**src/rtl/tpic_pkg.sv**
```systemverilog
`timescale 1ns / 1ps

package tpic_pkg;

    // Field widths fixed by the item format
    localparam int TIME_W    = 31;
    localparam int DELTA_W   = 16;
    localparam int OP_W      = 3;
    localparam int FRAC_BITS_DEFAULT = 8;

    // APB register map
    localparam int APB_ADDR_W = 3;
    localparam int APB_DATA_W = 32;

    localparam logic [TIME_W-1:0] TIME_MAX          = {TIME_W{1'b1}};
    localparam logic [TIME_W-1:0] INITIAL_TIME_RST  = TIME_W'(3000);
    localparam logic [TIME_W-1:0] INCREMENT_TIME_RST = '0;

    // Register indexes, selected by paddr[2]
    typedef enum logic {
        REG_INITIAL_TIME   = 1'b0,
        REG_INCREMENT_TIME = 1'b1
    } reg_idx_t;

    // Operation codes
    typedef enum logic [OP_W-1:0] {
        OP_TICK      = 3'd0,
        OP_START     = 3'd1,
        OP_STOP      = 3'd2,
        OP_SET_ACTIVE = 3'd3,
        OP_INCREMENT = 3'd4,
        OP_RESET     = 3'd5
    } op_t;

    typedef struct packed {
        logic [OP_W-1:0]    operation;
        logic               player;
        logic [DELTA_W-1:0] delta_time;
    } in_item_t;

    typedef struct packed {
        logic [TIME_W-1:0] time_a;
        logic [TIME_W-1:0] time_b;
        logic              is_running;
        logic              current_player;
        logic              time_changed;
        logic              expired;
    } out_item_t;

    typedef struct packed {
        logic [TIME_W-1:0] initial_time;
        logic [TIME_W-1:0] increment_time;
    } cfg_t;

endpackage

```
**src/rtl/tpic_core.sv**
```systemverilog
`timescale 1ns / 1ps

module tpic_core #(
    parameter int FRAC_BITS = tpic_pkg::FRAC_BITS_DEFAULT
) (
    input  logic                aclk,
    input  logic                aresetn,
    input  logic                step,
    input  tpic_pkg::in_item_t  item,
    input  tpic_pkg::cfg_t      cfg,
    output tpic_pkg::out_item_t result
);
    import tpic_pkg::*;

    localparam int SUM_W = DELTA_W + 1;

    logic [TIME_W-1:0]    remaining_a_reg, remaining_a_next;
    logic [TIME_W-1:0]    remaining_b_reg, remaining_b_next;
    logic [FRAC_BITS-1:0] residue_a_reg, residue_a_next;
    logic [FRAC_BITS-1:0] residue_b_reg, residue_b_next;
    logic                 running_reg, running_next;
    logic                 active_reg, active_next;

    logic [TIME_W-1:0]    rem_sel;
    logic [FRAC_BITS-1:0] res_sel;
    logic [SUM_W-1:0]     tick_sum;
    logic [SUM_W-1:0]     tick_whole;
    logic [TIME_W-1:0]    whole_ext;
    logic [TIME_W-1:0]    tick_rem;
    logic [TIME_W-1:0]    inc_src;
    logic [TIME_W:0]      inc_sum;
    logic [TIME_W-1:0]    inc_rem;
    logic                 changed;
    logic                 expiry;

    // Tick datapath on the active player's residue and time
    assign rem_sel    = active_reg ? remaining_b_reg : remaining_a_reg;
    assign res_sel    = active_reg ? residue_b_reg : residue_a_reg;
    assign tick_sum   = SUM_W'(res_sel) + SUM_W'(item.delta_time);
    assign tick_whole = tick_sum >> FRAC_BITS;
    assign whole_ext  = TIME_W'(tick_whole);
    assign tick_rem   = (rem_sel > whole_ext) ? (rem_sel - whole_ext) : '0;

    // Saturating increment on the chosen player's time
    assign inc_src = item.player ? remaining_b_reg : remaining_a_reg;
    assign inc_sum = {1'b0, inc_src} + {1'b0, cfg.increment_time};
    assign inc_rem = inc_sum[TIME_W] ? TIME_MAX : inc_sum[TIME_W-1:0];

    // Next state for one operation
    always_comb begin
        remaining_a_next = remaining_a_reg;
        remaining_b_next = remaining_b_reg;
        residue_a_next   = residue_a_reg;
        residue_b_next   = residue_b_reg;
        running_next     = running_reg;
        active_next      = active_reg;
        changed          = 1'b0;
        expiry           = 1'b0;
        unique case (item.operation)
            OP_TICK: begin
                if (running_reg) begin
                    if (active_reg) begin
                        residue_b_next = tick_sum[FRAC_BITS-1:0];
                    end else begin
                        residue_a_next = tick_sum[FRAC_BITS-1:0];
                    end
                    if (tick_whole != '0) begin
                        changed = 1'b1;
                        if (active_reg) begin
                            remaining_b_next = tick_rem;
                        end else begin
                            remaining_a_next = tick_rem;
                        end
                        if (tick_rem == '0) begin
                            running_next = 1'b0;
                            expiry       = 1'b1;
                        end
                    end
                end
            end
            OP_START: begin
                active_next  = item.player;
                running_next = 1'b1;
            end
            OP_STOP: begin
                running_next = 1'b0;
            end
            OP_SET_ACTIVE: begin
                active_next = item.player;
            end
            OP_INCREMENT: begin
                if (cfg.increment_time != '0) begin
                    changed = 1'b1;
                    if (item.player) begin
                        remaining_b_next = inc_rem;
                    end else begin
                        remaining_a_next = inc_rem;
                    end
                end
            end
            OP_RESET: begin
                running_next     = 1'b0;
                remaining_a_next = cfg.initial_time;
                remaining_b_next = cfg.initial_time;
                residue_a_next   = '0;
                residue_b_next   = '0;
                changed          = 1'b1;
            end
            default: begin
            end
        endcase
    end

    // Report the state left by this transaction
    always_comb begin
        result.time_a         = remaining_a_next;
        result.time_b         = remaining_b_next;
        result.is_running     = running_next;
        result.current_player = active_next;
        result.time_changed   = changed;
        result.expired        = expiry;
    end

    // Advance the game state on each accepted transaction
    always_ff @(posedge aclk) begin
        if (!aresetn) begin
            remaining_a_reg <= '0;
            remaining_b_reg <= '0;
            residue_a_reg   <= '0;
            residue_b_reg   <= '0;
            running_reg     <= 1'b0;
            active_reg      <= 1'b0;
        end else if (step) begin
            remaining_a_reg <= remaining_a_next;
            remaining_b_reg <= remaining_b_next;
            residue_a_reg   <= residue_a_next;
            residue_b_reg   <= residue_b_next;
            running_reg     <= running_next;
            active_reg      <= active_next;
        end
    end

endmodule

```
**src/rtl/two_player_increment_clock.sv**
```systemverilog
`timescale 1ns / 1ps

// Two-player game clock with increment. Each input transaction (tick, start, stop,
// set active, increment, reset) yields exactly one result carrying both remaining
// times in tenths and the running, active-player, changed and expiry flags. One
// transaction is taken every cycle while s_ready is high; its result is held in the
// output register, or in the skid register behind it, after the state update. A
// two-entry output buffer lets s_ready stay high while one result waits, so
// s_ready drops only when two results are held. Tick deltas are in units of
// 1/2^FRAC_BITS tenth. Registers: initial_time at 0x0 (reset 3000) and
// increment_time at 0x4 (reset 0); write them only while the clock is idle.
module two_player_increment_clock #(
    parameter int FRAC_BITS = tpic_pkg::FRAC_BITS_DEFAULT
) (
    input  logic                                aclk,
    input  logic                                aresetn,
    // Input transactions
    input  logic                                s_valid,
    output logic                                s_ready,
    input  tpic_pkg::in_item_t                  s_data,
    // Result transactions
    output logic                                m_valid,
    input  logic                                m_ready,
    output tpic_pkg::out_item_t                 m_data,
    // Configuration
    input  logic                                psel,
    input  logic                                penable,
    input  logic                                pwrite,
    input  logic [tpic_pkg::APB_ADDR_W-1:0]     paddr,
    input  logic [tpic_pkg::APB_DATA_W-1:0]     pwdata,
    output logic [tpic_pkg::APB_DATA_W-1:0]     prdata,
    output logic                                pready
);
    import tpic_pkg::*;

    cfg_t      cfg_reg;
    out_item_t core_result;
    out_item_t out_reg;
    out_item_t skid_reg;
    logic      out_valid_reg;
    logic      skid_valid_reg;
    logic      s_accept;
    logic      m_accept;
    logic      cfg_write;
    reg_idx_t  reg_idx;

    assign pready    = 1'b1;
    assign reg_idx   = reg_idx_t'(paddr[2]);
    assign cfg_write = psel && penable && pwrite;

    // Hold the configuration registers
    always_ff @(posedge aclk) begin
        if (!aresetn) begin
            cfg_reg.initial_time   <= INITIAL_TIME_RST;
            cfg_reg.increment_time <= INCREMENT_TIME_RST;
        end else if (cfg_write) begin
            unique case (reg_idx)
                REG_INITIAL_TIME:   cfg_reg.initial_time   <= pwdata[TIME_W-1:0];
                REG_INCREMENT_TIME: cfg_reg.increment_time <= pwdata[TIME_W-1:0];
            endcase
        end
    end

    // Read back the selected register
    always_comb begin
        unique case (reg_idx)
            REG_INITIAL_TIME:   prdata = APB_DATA_W'(cfg_reg.initial_time);
            REG_INCREMENT_TIME: prdata = APB_DATA_W'(cfg_reg.increment_time);
        endcase
    end

    assign s_ready  = !skid_valid_reg;
    assign s_accept = s_valid && s_ready;
    assign m_valid  = out_valid_reg;
    assign m_data   = out_reg;
    assign m_accept = out_valid_reg && m_ready;

    tpic_core #(
        .FRAC_BITS (FRAC_BITS)
    ) u_core (
        .aclk    (aclk),
        .aresetn (aresetn),
        .step    (s_accept),
        .item    (s_data),
        .cfg     (cfg_reg),
        .result  (core_result)
    );

    // Output register with a skid stage behind it
    always_ff @(posedge aclk) begin
        if (!aresetn) begin
            out_valid_reg  <= 1'b0;
            skid_valid_reg <= 1'b0;
        end else begin
            if (m_accept) begin
                if (skid_valid_reg) begin
                    out_valid_reg  <= 1'b1;
                    skid_valid_reg <= 1'b0;
                end else begin
                    out_valid_reg <= s_accept;
                end
            end else if (s_accept) begin
                if (out_valid_reg) begin
                    skid_valid_reg <= 1'b1;
                end else begin
                    out_valid_reg <= 1'b1;
                end
            end
        end
    end

    // Payload moves without reset
    always_ff @(posedge aclk) begin
        if (m_accept) begin
            if (skid_valid_reg) begin
                out_reg <= skid_reg;
            end else if (s_accept) begin
                out_reg <= core_result;
            end
        end else if (s_accept) begin
            if (out_valid_reg) begin
                skid_reg <= core_result;
            end else begin
                out_reg <= core_result;
            end
        end
    end

    // The skid stage only fills behind a held result
    assert property (@(posedge aclk) disable iff (!aresetn)
        skid_valid_reg |-> out_valid_reg)
        else $error("skid stage holds a result with the output register empty");

    // Expiry always stops the clock and reports a written time
    assert property (@(posedge aclk) disable iff (!aresetn)
        (m_valid && m_data.expired) |-> (!m_data.is_running && m_data.time_changed))
        else $error("expiry reported without stop or time change");

    // The expired player's time is zero
    assert property (@(posedge aclk) disable iff (!aresetn)
        (m_valid && m_data.expired) |->
            ((m_data.current_player && m_data.time_b == '0) ||
             (!m_data.current_player && m_data.time_a == '0)))
        else $error("expiry reported with the active time above zero");

endmodule
```
**config.mk**
```make
export PLATFORM = sky130hd
export DESIGN_NAME = two_player_increment_clock
export DESIGN_NICKNAME = d
export VERILOG_FILES = /design/src/rtl/tpic_pkg.sv /design/src/rtl/tpic_core.sv /design/src/rtl/two_player_increment_clock.sv
export SDC_FILE = /design/constraint.sdc
export NUM_CORES = 1
export LEC_CHECK = 0
export ABC_AREA = 1
export BUFFER_PORTS_ARGS = -buffer_cell sky130_fd_sc_hd__buf_2
export CAP_MARGIN = 20
export CELL_PAD_IN_SITES_DETAIL_PLACEMENT = 1
export CELL_PAD_IN_SITES_GLOBAL_PLACEMENT = 1
export CORE_MARGIN = 1
export CORE_UTILIZATION = 44
export DETAILED_ROUTE_END_ITERATION = 12
export PLACE_DENSITY = 0.81
export SLEW_MARGIN = 20
export SYNTH_ARGS = -nofsm -noshare
export SYNTH_HDL_FRONTEND = slang
export SYNTH_HIERARCHICAL = 1
export SYNTH_SLANG_ARGS = --single-unit
```
**constraint.sdc**
```tcl
create_clock -name aclk -period 8.4 [get_ports aclk]
set_input_delay 1.26 -clock aclk [delete_from_list [all_inputs] [get_ports aclk]]
set_output_delay 1.26 -clock aclk [all_outputs]
set_load 0.05 [all_outputs]
```
==> impl_metrics.ini <==
[job]
drv_cap = 0

[power]
p_per_area_nw_per_um2 = 201
power.leakage_nw = 10.6
vdd_drop_max_mv = 0.149
finalPower_w = 0.00434

[logic_synthesis]
avgSynthCellArea_um2 = 6.52
synth_fa_ha_area_share_pct = 3.37
synth_compound_gate_area_share_pct = 11.2
synth-xor-area-share_pct = 1.34
yosysWarnings = 6
syn_nets = 3115
yosysTopAreaCell = edfxtp_1
synth.area.top_cells = edfxtp_1 20%, nand2_1 18%, dfxtp_1 15%
synth_top_family_by_area = simple AND/OR/NAND/NOR gates
yosysTopAreaCellShare_pct = 20.2
yosys.area_share.simple_pct = 38.6
synth_edf_count = 132
muxShareOfSynthArea_pct = 0
async_flop_share_pct = 0
seq_area_frac_synth_pct = 35.0
synth_area_um2 = 19600
ys_ff_latch = 276
synth_cell_type_count = 44
synth_cells = 3002
ys.flop_type = dfxtp_1

[floorplan]
num_rows = 76
ios = 163
dieArea_um2 = 45400
die_h_um = 213
start_util_pct = 45.1
core_area_um2 = 43500
die_width_um = 213

[critical_path]
cp_max_fo = 18
worst_setup_path_start_kind = register
critPathMaxStageDelay_ps = 600
cp-end-kind = register
reg2reg_depth = 30
crit_required_ps = 8810
r2r_end = m_data[3]
reg2reg_from = u_core/active_reg
arrival_ps = 6670
rrSetupSlack_ps = 2140
path_class = reg2reg
crit_top_cell = nand2_1
critPathSlowestCell = nor2_2

[timing]
max_freq_mhz = 160
worst_pin_slew_ps = 1100
period_needed_ps = 6260
slew_headroom_pct = 26.6
tns_ps = 0
hold_violations = 0
rsz0062_at_grt = false
clock_skew_ps = 19.1
setup_violations = 0
report.final.slew_viol_count = 0
fin_crit_sh_pct = 74.5

[clock_tree]
clkTransAtPathRegs_ps = 60
ctsHoldBuffers = 0
cts_tree = built
worstSkewPairLatency_ps = 550
cts_setup_buffers = 0
clockBufferDepth = 3
cts_max_level = 2
cts-resized-gates = 0
cts_root_buf = clkbuf_16
cts_made_buffers = 35
cts_sinks = 276

[cells_and_area]
multi_input_area_um2 = 10700
layout_commonest_cell = nand2_1
fin_nets = 3164
area_delta_synth_final_pct = 10.5
n_antenna_cell = 0
drive_gt1_share_pct = 9.59
final_area_um2 = 21600
num-fill-cells = 5883
mostFrequentLayoutCells = 949 x nand2_1, 328 x nand3_1, 294 x inv_1
utilization_pct = 49.8
seq_area_um2 = 6850

[drt]
vias = 21300
first_pass_iters = 6
drt-total-wl_um = 77400
drt-initial-drc-count = 1491
wire_per_inst_um = 21.1
antenna_left = 0
avgViaCountPerCell = 5.83
drc = 0

[place]
place_area_um2 = 20500
dp_hpwl_um = 55300
io_buffers = 157
routabilityCongestion = 0.994

[grt]
overflow = 0
grt_pass1_wl_um = 119000
globalRouteTotalUtil_pct = 34.3
grt_pass1_vias = 21100
antenna_found_initial = 2
grt_max_degree = 81

[worst_hold_path]
min_to = cfg_reg[39]
hold_start = cfg_reg[39]
min_path_cells = 2
hold_class = reg2reg

[run_status]
status = finished clean
-- how the worst max path moves through the flow --
stage | to | cells after the start | startpoint | slack [ps]
after global placement | m_data[3] | 30 | s_data[0] | 2010
after floorplan | m_data[0] | 5 | m_ready | 1390
after detailed placement | m_data[3] | 30 | s_data[0] | 1830
final | m_data[3] | 30 | u_core/active_reg | 2140
after global routing | m_data[3] | 30 | u_core/active_reg | 1840
after CTS | m_data[3] | 30 | u_core/active_reg | 2200
-- synthesized netlist by cell type (18+ instances only) --
cell type and number:
nor2_1 250, inv_1 297, ha_1 48, nand4_1 159, buf_1 20, buf_4 24, clkbuf_1 82, dfxtp_1 144
buf_6 19, nand3_1 330, a21oi_1 255, buf_2 25, xor2_1 18, o21ai_0 123, edfxtp_1 132, nand2_1 949
-- per-stage QoR --
stage | setup slack (ps) | hold slack, ps | instances
after floorplan | 1390 | 451 | 3002
final | 2140 | 481 | 3662
after CTS | 2200 | 482 | 3662
after detailed placement | 1830 | 468 | 3599
after global routing | 1840 | 518 | 3662
after global placement | 2010 | 470 | 3599
-- per-layer routing --
layer,global-route usage (%),wire length [µm],vias to the layer above
met2,54.8,34900,737
met1,47.7,35200,10500
met4,11.2,2080,0
met5,0,0,-
li1,-,-,10000
met3,4.31,5160,138
-- area by class of cell --
| type | instances | area share [%] |
|---|---|---|
| clock buffers | 48 | 4.56 |
| clock inverters | 15 | 0.879 |
| inverters | 306 | 5.33 |
| multi-input cells | 2249 | 49.6 |
| flip-flops and latches | 276 | 31.7 |
| well taps | 585 | 3.38 |
| repair buffers | 183 | 4.53 |
-- logic make-up (layout without fill, tap and decap cells) --
group                    after synthesis  after routing
flip-flops                           276            276
buffers and inverters                477            552
XOR/XNOR                              30             30
AND/OR/NAND/NOR                     1750           1750
adder cells (fa/ha/maj)               51             51
AO/OA/AOI/OAI                        416            416
other                                  2              2
-- where the power goes --
| group | total [W] | internal [W] | switching (W) |
|---|---|---|---|
| sequential | 0.00157 | 0.00151 | 0.0000528 |
| clock | 0.00158 | 0.000951 | 0.000625 |
| combinational | 0.00120 | 0.000300 | 0.000900 |
-- critical path, delay by kind of cell, from the launching register on --
family	cells	cell delay, ps
AND/OR/NAND/NOR	24	4020
adder cells (fa/ha/maj)	2	680
buffers and inverters	1	210
AO/OA/AOI/OAI	3	610
flip-flops	1	590
Note: power is estimated with default switching activity, not from simulation.
